## config.mk

```make
export PLATFORM = sky130hd
export DESIGN_NAME = websocket_frame_receiver
export DESIGN_NICKNAME = d
export VERILOG_FILES = /design/src/hw/rtl/wsr_pkg.sv /design/src/hw/rtl/websocket_frame_receiver.sv
export SDC_FILE = /design/constraint.sdc
export NUM_CORES = 1
export LEC_CHECK = 0
export ABC_AREA = 1
export BUFFER_PORTS_ARGS = -buffer_cell sky130_fd_sc_hd__buf_4
export CORE_UTILIZATION = 34
export CTS_CLUSTER_SIZE = 20
export DETAILED_ROUTE_END_ITERATION = 12
export PLACE_DENSITY = 0.53
export SYNTH_ARGS = -nofsm -noshare
export SYNTH_HDL_FRONTEND = slang
export SYNTH_SLANG_ARGS = --single-unit
```

## constraint.sdc

```tcl
create_clock -name clk -period 3.1 [get_ports clk]
set_input_delay 0.465 -clock clk [delete_from_list [all_inputs] [get_ports clk]]
set_output_delay 0.465 -clock clk [all_outputs]
set_load 0.02 [all_outputs]
```

## src/hw/rtl/wsr_pkg.sv

```systemverilog
// Package with the parser phases, opcodes and result kinds of the frame receiver.
`default_nettype none

package wsr_pkg;

  typedef enum logic [2:0] {
    PH_OPCODE  = 3'd0,
    PH_LEN     = 3'd1,
    PH_EXT_HI  = 3'd2,
    PH_EXT_LO  = 3'd3,
    PH_MASK    = 3'd4,
    PH_PAYLOAD = 3'd5
  } phase_t;

  typedef logic [1:0] kind_t;

  localparam kind_t KIND_TEXT  = 2'd0;
  localparam kind_t KIND_PONG  = 2'd1;
  localparam kind_t KIND_CLOSE = 2'd2;
  localparam kind_t KIND_ERROR = 2'd3;

  localparam logic [3:0] OP_TEXT     = 4'h1;
  localparam logic [3:0] OP_CLOSE    = 4'h8;
  localparam logic [3:0] OP_PING     = 4'h9;
  localparam logic [7:0] PONG_HEADER = 8'h8A;
  localparam logic [3:0] OPCODE_MASK = 4'hF;
  localparam logic [6:0] LEN_EXT16   = 7'd126;
  localparam logic [6:0] LEN_EXT64   = 7'd127;

  // One result word: byte, kind and end-of-run flag.
  typedef struct packed {
    logic [7:0] data;
    kind_t      kind;
    logic       last;
  } result_t;

  localparam int unsigned QUEUE_DEPTH = 4;
  localparam int unsigned QPTR_W      = 2;
  localparam int unsigned QCNT_W      = 3;

endpackage

`default_nettype wire

```

## src/hw/rtl/websocket_frame_receiver.sv

```systemverilog
// Top level of the WebSocket frame receiver: byte parser, unmasking and result queue.
`default_nettype none

// The receiver takes the incoming WebSocket byte stream one word at a time on the
// in_ channel and parses frames: opcode byte, length byte with the mask bit, an
// optional 16-bit big-endian extended length, four mask-key bytes when the mask bit
// is set, and then the payload. Text payload bytes (opcode 0x1) come out unmasked
// with tuser = 0. A ping (opcode 0x9) is answered with a pong frame on the out_
// channel (0x8A, the 7-bit length, then the unmasked payload) with tuser = 1. A
// close opcode gives one close word (tuser = 2); a 64-bit length or a ping longer
// than 125 bytes gives one error word (tuser = 3). After a close or an error every
// word is accepted and dropped until reset. tlast marks the final byte of a text
// message or pong frame and every event word. Each accepted byte is parsed in the
// cycle it arrives, so one byte is taken every clock while two queue slots are free;
// the ping length byte produces two result words and so needs two output slots.
// Results pass through a four-word queue, and in_tready stays high while at least
// two slots are free, so the input keeps flowing while a result waits downstream.
module websocket_frame_receiver (
  input  wire logic       clk,
  input  wire logic       rst_n,
  input  wire logic       in_tvalid,
  output logic            in_tready,
  input  wire logic [7:0] in_tdata,   // [7:0] rx_byte
  output logic            out_tvalid,
  input  wire logic       out_tready,
  output logic [7:0]      out_tdata,  // [7:0] out_byte
  output logic [1:0]      out_tuser,  // [1:0] kind
  output logic            out_tlast   // last_of_run
);
  import wsr_pkg::*;

  // Parser state.
  phase_t      phase_r, phase_nxt;
  logic [3:0]  opcode_r, opcode_nxt;
  logic        mask_present_r, mask_present_nxt;
  logic [15:0] payload_length_r, payload_length_nxt;
  logic [15:0] byte_counter_r, byte_counter_nxt;
  logic [31:0] mask_key_r, mask_key_nxt;
  logic        link_closed_r, link_closed_nxt;

  // Result queue.
  result_t            queue_r [QUEUE_DEPTH];
  logic [QPTR_W-1:0]  wr_ptr_r, rd_ptr_r;
  logic [QCNT_W-1:0]  count_r;

  logic        in_fire, out_fire;
  result_t     res0, res1;
  logic [1:0]  res_num;

  // Helper values for the parse.
  logic [6:0]  len7;
  logic [15:0] cnt_inc;
  logic [7:0]  key_byte;
  logic        pay_last;

  assign in_fire  = in_tvalid && in_tready;
  assign out_fire = out_tvalid && out_tready;

  assign len7    = in_tdata[6:0];
  assign cnt_inc = byte_counter_r + 16'd1;

  always_comb begin
    case (byte_counter_r[1:0])
      2'd0:    key_byte = mask_key_r[31:24];
      2'd1:    key_byte = mask_key_r[23:16];
      2'd2:    key_byte = mask_key_r[15:8];
      default: key_byte = mask_key_r[7:0];
    endcase
  end

  // The incremented index reaches the length: 17-bit compare so a full counter works.
  assign pay_last = ({1'b0, byte_counter_r} + 17'd1) >= {1'b0, payload_length_r};

  always_comb begin
    phase_nxt          = phase_r;
    opcode_nxt         = opcode_r;
    mask_present_nxt   = mask_present_r;
    payload_length_nxt = payload_length_r;
    byte_counter_nxt   = byte_counter_r;
    mask_key_nxt       = mask_key_r;
    link_closed_nxt    = link_closed_r;
    res0               = '0;
    res1               = '0;
    res_num            = 2'd0;

    if (in_fire && !link_closed_r) begin
      case (phase_r)
        PH_LEN: begin
          mask_present_nxt = in_tdata[7];
          mask_key_nxt     = '0;
          if (len7 == LEN_EXT64 || (opcode_r == OP_PING && len7 == LEN_EXT16)) begin
            link_closed_nxt = 1'b1;
            phase_nxt       = PH_OPCODE;
            res0            = '{data: 8'h00, kind: KIND_ERROR, last: 1'b1};
            res_num         = 2'd1;
          end else if (len7 == LEN_EXT16) begin
            payload_length_nxt = '0;
            phase_nxt          = PH_EXT_HI;
          end else begin
            payload_length_nxt = {9'd0, len7};
            byte_counter_nxt   = '0;
            if (in_tdata[7]) begin
              phase_nxt = PH_MASK;
            end else begin
              phase_nxt = (len7 != 7'd0) ? PH_PAYLOAD : PH_OPCODE;
            end
            if (opcode_r == OP_PING) begin
              // Pong header goes out as soon as the ping length is known.
              res0    = '{data: PONG_HEADER, kind: KIND_PONG, last: 1'b0};
              res1    = '{data: {1'b0, len7}, kind: KIND_PONG, last: (len7 == 7'd0)};
              res_num = 2'd2;
            end
          end
        end
        PH_EXT_HI: begin
          payload_length_nxt = {in_tdata, 8'h00};
          phase_nxt          = PH_EXT_LO;
        end
        PH_EXT_LO: begin
          payload_length_nxt = {payload_length_r[15:8], in_tdata};
          byte_counter_nxt   = '0;
          if (mask_present_r) begin
            phase_nxt = PH_MASK;
          end else begin
            phase_nxt = ({payload_length_r[15:8], in_tdata} != 16'd0) ? PH_PAYLOAD
                                                                       : PH_OPCODE;
          end
        end
        PH_MASK: begin
          mask_key_nxt     = {mask_key_r[23:0], in_tdata};
          byte_counter_nxt = cnt_inc;
          if (cnt_inc >= 16'd4) begin
            byte_counter_nxt = '0;
            phase_nxt        = (payload_length_r != 16'd0) ? PH_PAYLOAD : PH_OPCODE;
          end
        end
        PH_PAYLOAD: begin
          byte_counter_nxt = cnt_inc;
          if (pay_last) begin
            phase_nxt = PH_OPCODE;
          end
          if (opcode_r == OP_TEXT) begin
            res0    = '{data: in_tdata ^ key_byte, kind: KIND_TEXT, last: pay_last};
            res_num = 2'd1;
          end else if (opcode_r == OP_PING) begin
            res0    = '{data: in_tdata ^ key_byte, kind: KIND_PONG, last: pay_last};
            res_num = 2'd1;
          end
        end
        default: begin
          // Opcode byte; FIN and RSV bits are ignored. Unused phase codes land here too.
          opcode_nxt = in_tdata[3:0] & OPCODE_MASK;
          if ((in_tdata[3:0] & OPCODE_MASK) == OP_CLOSE) begin
            link_closed_nxt = 1'b1;
            phase_nxt       = PH_OPCODE;
            res0            = '{data: 8'h00, kind: KIND_CLOSE, last: 1'b1};
            res_num         = 2'd1;
          end else begin
            phase_nxt = PH_LEN;
          end
        end
      endcase
    end
  end

  always_ff @(posedge clk) begin
    if (!rst_n) begin
      phase_r          <= PH_OPCODE;
      opcode_r         <= '0;
      mask_present_r   <= 1'b0;
      payload_length_r <= '0;
      byte_counter_r   <= '0;
      mask_key_r       <= '0;
      link_closed_r    <= 1'b0;
    end else begin
      phase_r          <= phase_nxt;
      opcode_r         <= opcode_nxt;
      mask_present_r   <= mask_present_nxt;
      payload_length_r <= payload_length_nxt;
      byte_counter_r   <= byte_counter_nxt;
      mask_key_r       <= mask_key_nxt;
      link_closed_r    <= link_closed_nxt;
    end
  end

  // Result queue: up to two writes and one read per cycle.
  assign in_tready  = (count_r <= QCNT_W'(QUEUE_DEPTH - 2));
  assign out_tvalid = (count_r != '0);
  assign out_tdata  = queue_r[rd_ptr_r].data;
  assign out_tuser  = queue_r[rd_ptr_r].kind;
  assign out_tlast  = queue_r[rd_ptr_r].last;

  always_ff @(posedge clk) begin
    if (res_num != 2'd0) begin
      queue_r[wr_ptr_r] <= res0;
    end
    if (res_num == 2'd2) begin
      queue_r[wr_ptr_r + QPTR_W'(1)] <= res1;
    end
  end

  always_ff @(posedge clk) begin
    if (!rst_n) begin
      wr_ptr_r <= '0;
      rd_ptr_r <= '0;
      count_r  <= '0;
    end else begin
      wr_ptr_r <= wr_ptr_r + QPTR_W'(res_num);
      if (out_fire) begin
        rd_ptr_r <= rd_ptr_r + QPTR_W'(1);
      end
      count_r <= count_r + QCNT_W'(res_num) - QCNT_W'(out_fire);
    end
  end

  // Checks on the parser and queue.
  assert property (@(posedge clk) disable iff (!rst_n)
    count_r <= QCNT_W'(QUEUE_DEPTH))
    else $error("result queue overflow");

  assert property (@(posedge clk) disable iff (!rst_n)
    link_closed_r |=> link_closed_r && $stable(phase_r))
    else $error("closed link left its dropped state");

  assert property (@(posedge clk) disable iff (!rst_n)
    phase_r == PH_PAYLOAD |-> byte_counter_r < payload_length_r)
    else $error("payload index ran past the frame length");

  assert property (@(posedge clk) disable iff (!rst_n)
    link_closed_r |-> res_num == 2'd0)
    else $error("result produced after close or error");

endmodule

`default_nettype wire
```

# Word level (Yosys, flattened, before mapping)
# Memory sizes are Yosys's and may differ from the RTL's. A register that Yosys moved wholly into a read port is not among the register bits.
# Index checks and enable logic that the tools add are counted.
# word_totals
reg_bits	80
mem_bits_rw	44
inputBits	12
output_inout_bits	13
wordCells	123
mem_count	1
# mem_list
memory	depth	width	rd	rd_clocked_by_memory_dff	wr	line	text
queue_r	4	11	1	1	2	websocket_frame_receiver.sv:42	result_t queue_r [QUEUE_DEPTH];
# op_classes
add_sub_neg	7
n_lt_le_gt_ge	3
eq_ne	18
mux	50
bitwise_logic	4
reduce_logical	29
# op_table
operator	n
$mux W11	6
$mux W16	4
$pmux W16 S4	1
$pmux W32 S2	1
$mux W10	5
$pmux W16 S3	1
$pmux W11 S3	1
$reduce_bool A16 Y1	2
$mux W3	10
$pmux W8 S3	1
$add A16 B1 Y17 const B	1
$ge A17 B16 Y1	1
$add A16 B1 Y16 const B	1
$ge A16 B3 Y1 const B	1
$pmux W3 S5	1
$eq A7 B7 Y1 const B	2
$mux W2	6
$reduce_and A4 Y1	3
$mux W1	10
$ne A2 B2 Y1 const B	5
$eq A4 B4 Y1 const B	2
$reduce_bool A2 Y1	4
$xor A8 B8 Y8	1
$logic_not A7 Y1	1
27 further kinds	40

# Logic depth before layout (Yosys ltp)
# Gate-level depths: netlist of the first run.
# logic_depth
word_depth	9
depth_mapped	22
mapped_depth_nobuf	22

# Least setup slack after synthesis of the first run
# OpenSTA, ideal clock, no wires.
# synth_path
path_kind	reg2reg
from	register byte_counter_r[0]
to	register phase_r[0]
setup_ns	0.113
t_arrival_ns	2.597
path_slack_ns	0.390
path_stages_with_launch	18
path_buffers	0
path_cell_list	dfxtp_1 ha_1 nand3_1 nor2_1 nand2_1 o21ai_0 nand2_1 ha_1 nand3_1 or2_2 a21oi_1 nand2_1 nand3_1 nand2_1 inv_1 nand2_1 nor2_1 nor2_1
# synth_between
elab_chain_len	4
# synth_lines
item	line	text
from (decl)	websocket_frame_receiver.sv:37	logic [15:0] byte_counter_r, byte_counter_nxt;
from (signal assigned)	websocket_frame_receiver.sv:180	byte_counter_r <= byte_counter_nxt;
$add A16 B1 Y17 or $add A16 B1 Y16 (tied branches)	websocket_frame_receiver.sv:72, websocket_frame_receiver.sv:60	
$ge A17 B16 Y1 or $ge A16 B3 Y1 (tied branches)	websocket_frame_receiver.sv:72, websocket_frame_receiver.sv:132	
$ne A2 B2 Y1 (no source line)	--	
$reduce_and A3 Y1 (no source line) *	--	
to (signal assigned)	websocket_frame_receiver.sv:176	phase_r <= phase_nxt;
to (decl)	websocket_frame_receiver.sv:33	phase_t phase_r, phase_nxt;
# Every way passes the cells marked *; elsewhere a longest branch is shown, timed or not.
# A chain may end at the register's enable or synchronous reset.

# Final worst setup path of the first run
# Ends and elaborated chain as after synthesis.

==> metrics.txt, run 1 <==
Synth Register Bits 126; Slew @ Worst Pin 0.753 ns; endpoints failing setup 0; Hold Path Origin in_tdata[6]; Die Wd 147 µm; Flop pwr share 0.336; 1st-iter DRT viols between 300 and 400; worst path arrival time ~3.1 ns; P per Cell Area 716 nW/µm²; Final Wtd Congestion 0.841; mux contribution to synthesized area 0; status complete, no violations; first-pass GRT wire length 31.9 mm; DR vias/cell about 5; slew margin rel. 0.494; Internal 3860 µW; gr usage total 0.191; largest net degree at the start of global routing 37; die area 21,500 µm²; Synth Area in XOR/XNOR 0.00721; P&R area growth vs syn 16.2%; vias in the first global route 6,039; Synth async-reset ratio 0; Ant. Diodes 0; simple-gate area share of the yosys netlist 0.306; delay-heaviest family, CP simple AND/OR/NAND/NOR gates; cell taking the most area after synthesis dfxtp_1; core area roughly 20,000 µm²; num rows 52; Ys Warns 0; LEAKAGE 0.00363 µW; layout cells sized above 1 0.121; I/O Buffers 24; Clk network pwr share 0.345; Tot Pwr 5920 µW; post-detail-place hpwl ~14 mm; Synth Net Count 1,024; EDFF count, synth 36; crit-path most repeated cell nand2_1; Crit Path Max Fanout 6; most frequent cells in the layout 267 x nand2_1, 107 x nor2_1, 96 x inv_1; worst r2r src byte_counter_r[0]; maxcap violations 0; TritonCTS Buffers 17; crit start category flip-flop; switching share of power 0.347; WP buf/inv 1; adder-cell share of the synthesized area 0.0503; library cells used by synthesis 46; initial antenna violation count 0; root buf cell clkbuf_16; Synth area leaders dfxtp_1 25%, edfxtp_1 15%, nand2_1 14%, a21oi_1 6.3%, nor2_1 5.9%; Syn Inst Count 984; Clk Latency, worst-skew pair 0.43 ns; Slew Limit Fails 0; RSZ-0062 raised after global routing no; H-tree lvl count 4; Seq/Total Area, Yosys 0.405; crit path launch byte_counter_r[0]; slowest stage cell, crit path dfxtp_1; mean area per synthesized cell between 7 and 8 µm²; combinational power share 0.319; final clock skew between 0.01 and 0.015 ns; setup TNS 0 ns; dpl cell area 7670 µm²; Clock transition at path regs 0.05 ns; grt total ovfl 0; DIE HEIGHT 147 µm; final core utilization 0.406; CTS sink cnt 126; fin area 8270 µm²; Max stage delay on crit path 0.41 ns; buffers from clock root to sink, at most 2; Main synth FF type dfxtp_1; Mapped Area 7120 µm²; Crit. End Element flip-flop; Final period util 0.909; I/O pin cnt 25; Synth Area in Compound Gates 0.150; most common cell after layout, fill and taps aside nand2_1; CP required 3.41 ns; min cycle time layout between 2 and 3 ns; Max VDD drop ~0.46 mV; wire per inst ~15 µm; crit-path cells ha_2 -> nand3_1 -> nor2_2 -> nand2_1 -> o21ai_1 -> nand2_1 -> ha_1 -> nand3_1 -> or2_2 -> a21oi_1 -> nand2_1 -> nand3_1 -> nand2_1 -> inv_1 -> nand2_1 -> nor2_1 -> nor2_1; largest family of logic cells by synthesized area simple AND/OR/NAND/NOR gates; DRC errors left 0; Crit Path Class flip-flop to flip-flop; DRT Wirelength 19.8 mm; HP Class primary input to flip-flop; FMAX about 350 MHz; drt pass-1 iters 5; TritonCTS clock tree built; Switch Pwr 2060 µW; Routed Antenna Nets 0; # Post-CTS Setup Buffers 0; final net count ~1,100; Hold Fails Final Rpt 0; initial core utilization 0.349; routed vias approximately 6,500; Synth top area share 0.253
## per-stage QoR
step	hold slack [ns]	cells	worst slack (ns)
6_report	0.359	1299	0.283
5_1_grt	0.357	1299	0.0325
4_1_cts	0.344	1299	0.196
3_5_place_dp	0.457	1267	0.210
3_3_place_gp	0.451	1267	0.282
2_1_floorplan	0.433	984	0.390
## routing by layer
metal	GRT usage	routed length (µm)
met1	0.247	9300
met2	0.317	9390
met3	0.0400	760
met4	0.0609	341
met5	0	0
## registers in the layout, summed over array words and instances, names as in the netlist, 2 cells and up, named ones only
name,flops
queue_r,44
mask_key_r,32
byte_counter_r,16
payload_length_r,16
opcode_r,4
count_r,3
phase_r,3
rd_ptr_r,2
wr_ptr_r,2
## worst reg2reg max path, stage by stage (launching register included)
cell	delay [ns]
dfxtp_1	0.41
ha_2	0.24
nand3_1	0.13
nor2_2	0.15
nand2_1	0.09
o21ai_1	0.16
nand2_1	0.09
ha_1	0.33
nand3_1	0.11
or2_2	0.30
a21oi_1	0.11
nand2_1	0.09
nand3_1	0.09
nand2_1	0.05
inv_1	0.08
nand2_1	0.10
nor2_1	0.12
nor2_1	0.05
## path summary, 6_finish.rpt
path                          to  depth (start not counted)  slack, ns
hold reg to reg   mask_key_r[27]                          2       0.46
hold / removal     mask_key_r[6]                          3       0.36
setup / recovery      phase_r[0]                         17       0.28
setup reg to reg      phase_r[0]                         17       0.28
## final cells by class
cell class / instances / area, µm²
Tap cell: 270 / 338
Clock buffer: 25 / 485
Multi-Input combinational cell: 714 / 3670
Clock inverter: 7 / 113
Inverter: 112 / 432
Sequential cell: 126 / 2880
Fill cell: 2102 / 12100
Timing Repair Buffer: 45 / 350
## kinds of logic after synthesis
| kind of cell | after synthesis |
|---|---|
| and+or+nand+nor | 488 |
| adders and majority gates | 28 |
| xor gates and xnor gates | 5 |
| AOI/OAI and AO/OA | 193 |
| DFF | 126 |
| buffers and inverters | 144 |
## synthesized netlist by cell type (all sizes together), types with 10 or more instances
library cell	count
nand3	44
a21oi	91
nor2	116
inv	108
ha	27
o22ai	35
clkbuf	27
nand2	277
dfxtp	90
nand4	24
o21ai	57
edfxtp	36
nor3b	10
## power groups by stage
stage,Sequential (µW),Clock [µW],Combinational [µW]
after global routing,2010,2160,2120
final,1990,2040,1890
after floorplan,1990,0,1370
after global placement,2020,0,1890
after CTS,1990,2080,1900
after detailed placement,2020,0,1890
## repair_timing
action	CTS	global route
hold buffers	0	0
endpoints found under the setup margin	0	7
gates resized for setup	0	4
(Power assumes the default switching activity.)
==> run 2, diff against run 1 <==
- clock period: 3.1 -> 2.9 ns (I/O delays scaled with it)
==> metrics.txt, run 2 (synthesis results as in run 1) <==
status complete, no violations; FMAX 375 MHz (+5.6%); Crit. End Element flip-flop; maxcap violations 0 (unchanged); DRT Wirelength 19.8 mm (+0.19%); Final Wtd Congestion 0.845 (+0.43%); initial antenna violation count 0 (unchanged); setup TNS 0 ns (unchanged); DRC errors left 0 (unchanged); I/O Buffers 24 (unchanged); routed vias 6,525 (+0.60%); layout cells sized above 1 0.142 (+0.0211); P per Cell Area 759 nW/µm² (+6.0%); fillers 2,128 (+1.2%); drt pass-1 iters 5 (unchanged); Hold Fails Final Rpt 0 (unchanged); Max VDD drop 0.432 mV (-6.1%); root buf cell clkbuf_16; setup slack after layout 0.232 ns (-0.0508 ns); worst reg2reg path depth 19 (+2); reg-to-reg critical path endpoint phase_r[0]; HP Class primary input to flip-flop; Post-Place Setup Slack 0.0887 ns (-0.121 ns); Die Wd 147 µm (unchanged); Non-Filler Instances 1,308 (+0.69%); vias in the first global route 6,284 (+4.1%); most common cell after layout, fill and taps aside nand2_1; Regs by FF count queue_r (44), mask_key_r (32); WHS Endpoint payload_length_r[6]; slew margin rel. 0.417 (-0.0761); most flop-heavy register queue_r; largest net degree at the start of global routing 35 (-5.4%); gr usage total 0.193 (+0.00151); Clock transition at path regs 0.06 ns (about the same); initial core utilization 0.349 (unchanged); endpoints failing setup 0 (unchanged); core area 20,400 µm² (unchanged); met2 usage 0.328 (+0.0116); max FFs per register 44 (unchanged); FF-to-FF setup slack 0.23 ns (-0.05 ns); P&R area growth vs syn 18.9%; Final period util 0.920 (+0.0112); Hold Buf Count CTS 0 (unchanged); CP required 3.23 ns (-0.18 ns); die area 21,500 µm² (unchanged); DIE HEIGHT 147 µm (unchanged); most frequent cells in the layout 264 x nand2_1, 105 x nor2_1, 96 x inv_1; Slew Limit Fails 0 (unchanged); CTS sink cnt 126 (unchanged); num rows 52 (unchanged); Ant. Diodes 0 (unchanged); Slew @ Worst Pin 0.866 ns (+0.113 ns); Clk Latency, worst-skew pair 0.43 ns (about the same); Tot Pwr 6420 µW (+8.4%); crit start category flip-flop; post-detail-place hpwl 14.2 mm (+1.1%); Routed Antenna Nets 0 (unchanged); GR Layer Usage met1 0.233 (-0.0139); M3 GR Usage 0.0400 (unchanged); Hold Path Origin in_tdata[6]; TritonCTS clock tree built; I/O pin cnt 25 (unchanged); worst path arrival time 2.99 ns (-0.14 ns); final net count 1,065 (+0.85%); worst r2r src byte_counter_r[3]; final clock skew 0.0108 ns (+0.000384 ns); 1st-iter DRT viols 370 (+0.27%); buffers from clock root to sink, at most 2 (unchanged); wire per inst 15.2 µm (-0.50%); Crit Path Max Fanout 7 (+1); first-pass GRT wire length 32.2 mm (+0.97%); LEAKAGE 0.00369 µW (+1.7%); Crit Path Class flip-flop to flip-flop; min cycle time layout 2.67 ns (-0.149 ns); DR vias/cell 4.99 (about the same); H-tree lvl count 4 (unchanged); RSZ-0062 raised after global routing no; TritonCTS Buffers 17 (unchanged); depth of the worst hold-timing path 3 (unchanged); grt total ovfl 0 (unchanged); GRT busiest layer met2; placed insts 1,274 (+0.55%)
[run 2: how the worst max path moves through the flow]
stage | start | endpoint | slack [ns]
6_report | byte_counter_r[3] | phase_r[0] | 0.23
5_1_grt | byte_counter_r[1] | queue_r[0][0] | 0.006
4_1_cts | byte_counter_r[1] | queue_r[3][0] | 0.03
3_5_place_dp | byte_counter_r[1] | phase_r[0] | 0.09
3_3_place_gp | byte_counter_r[0] | phase_r[0] | 0.18
2_1_floorplan | byte_counter_r[0] | phase_r[0] | 0.19
[run 2: timing repair]
item | in CTS | in global routing
resized for setup | 0 | 20
endpoints found under the setup margin | 0 | 7
hold endpoints to repair | 0 | 0
setup buffers | 0 | 2
[run 2: critical path, stage by stage (launching register included)]
cell and delay (ns):
dfxtp_1 0.44, nand2_1 0.12, nor2_1 0.18, nand2_2 0.11, nor2_4 0.12, buf_4 0.12, xor2_2 0.07, ha_1 0.28
nand2_1 0.05, inv_1 0.06, nand2_1 0.06, or2_2 0.28, a21oi_2 0.12, nand2_1 0.08, nand3_1 0.08, nand2_1 0.05
inv_1 0.09, nand2_1 0.11, nor2_1 0.12, nor2_1 0.05
[run 2: layer usage]
| metal | share of wire | vias to the layer above |
|---|---|---|
| met4 | 0.025 | 0 |
| met2 | 0.48 | 160 |
| met3 | 0.053 | 39 |
| li1 | - | 3341 |
| met5 | 0 | - |
| met1 | 0.44 | 2985 |
[run 2: power by group]
part           total [µW]  internal (µW)  switching [µW]  leakage (µW)
Sequential           2130           2010             119       0.00109
Clock                2270           1440             828      0.000300
Combinational        2020            703            1320       0.00230
Total                6420           4150            2260       0.00369
[run 2: layout make-up]
cell class              instances  area [µm²]  share of cell area
inverters                     112         432              0.0510
well taps                     270         338              0.0399
clock inverters                14         193              0.0228
repair buffers                 54         447              0.0528
flip-flops and latches        126        2890               0.341
multi-input cells             714        3740               0.442
clock buffers                  18         429              0.0507
[run 2: metrics by stage]
| stage | hold slack [ns] | instance area (µm²) | util |
|---|---|---|---|
| final | 0.306 | 8460 | 0.415 |
| after global routing | 0.326 | 8460 | 0.415 |
| after CTS | 0.299 | 8370 | 0.411 |
| after detailed placement | 0.454 | 7740 | 0.380 |
| after global placement | 0.451 | 7740 | 0.380 |
| after floorplan | 0.433 | 7120 | - |
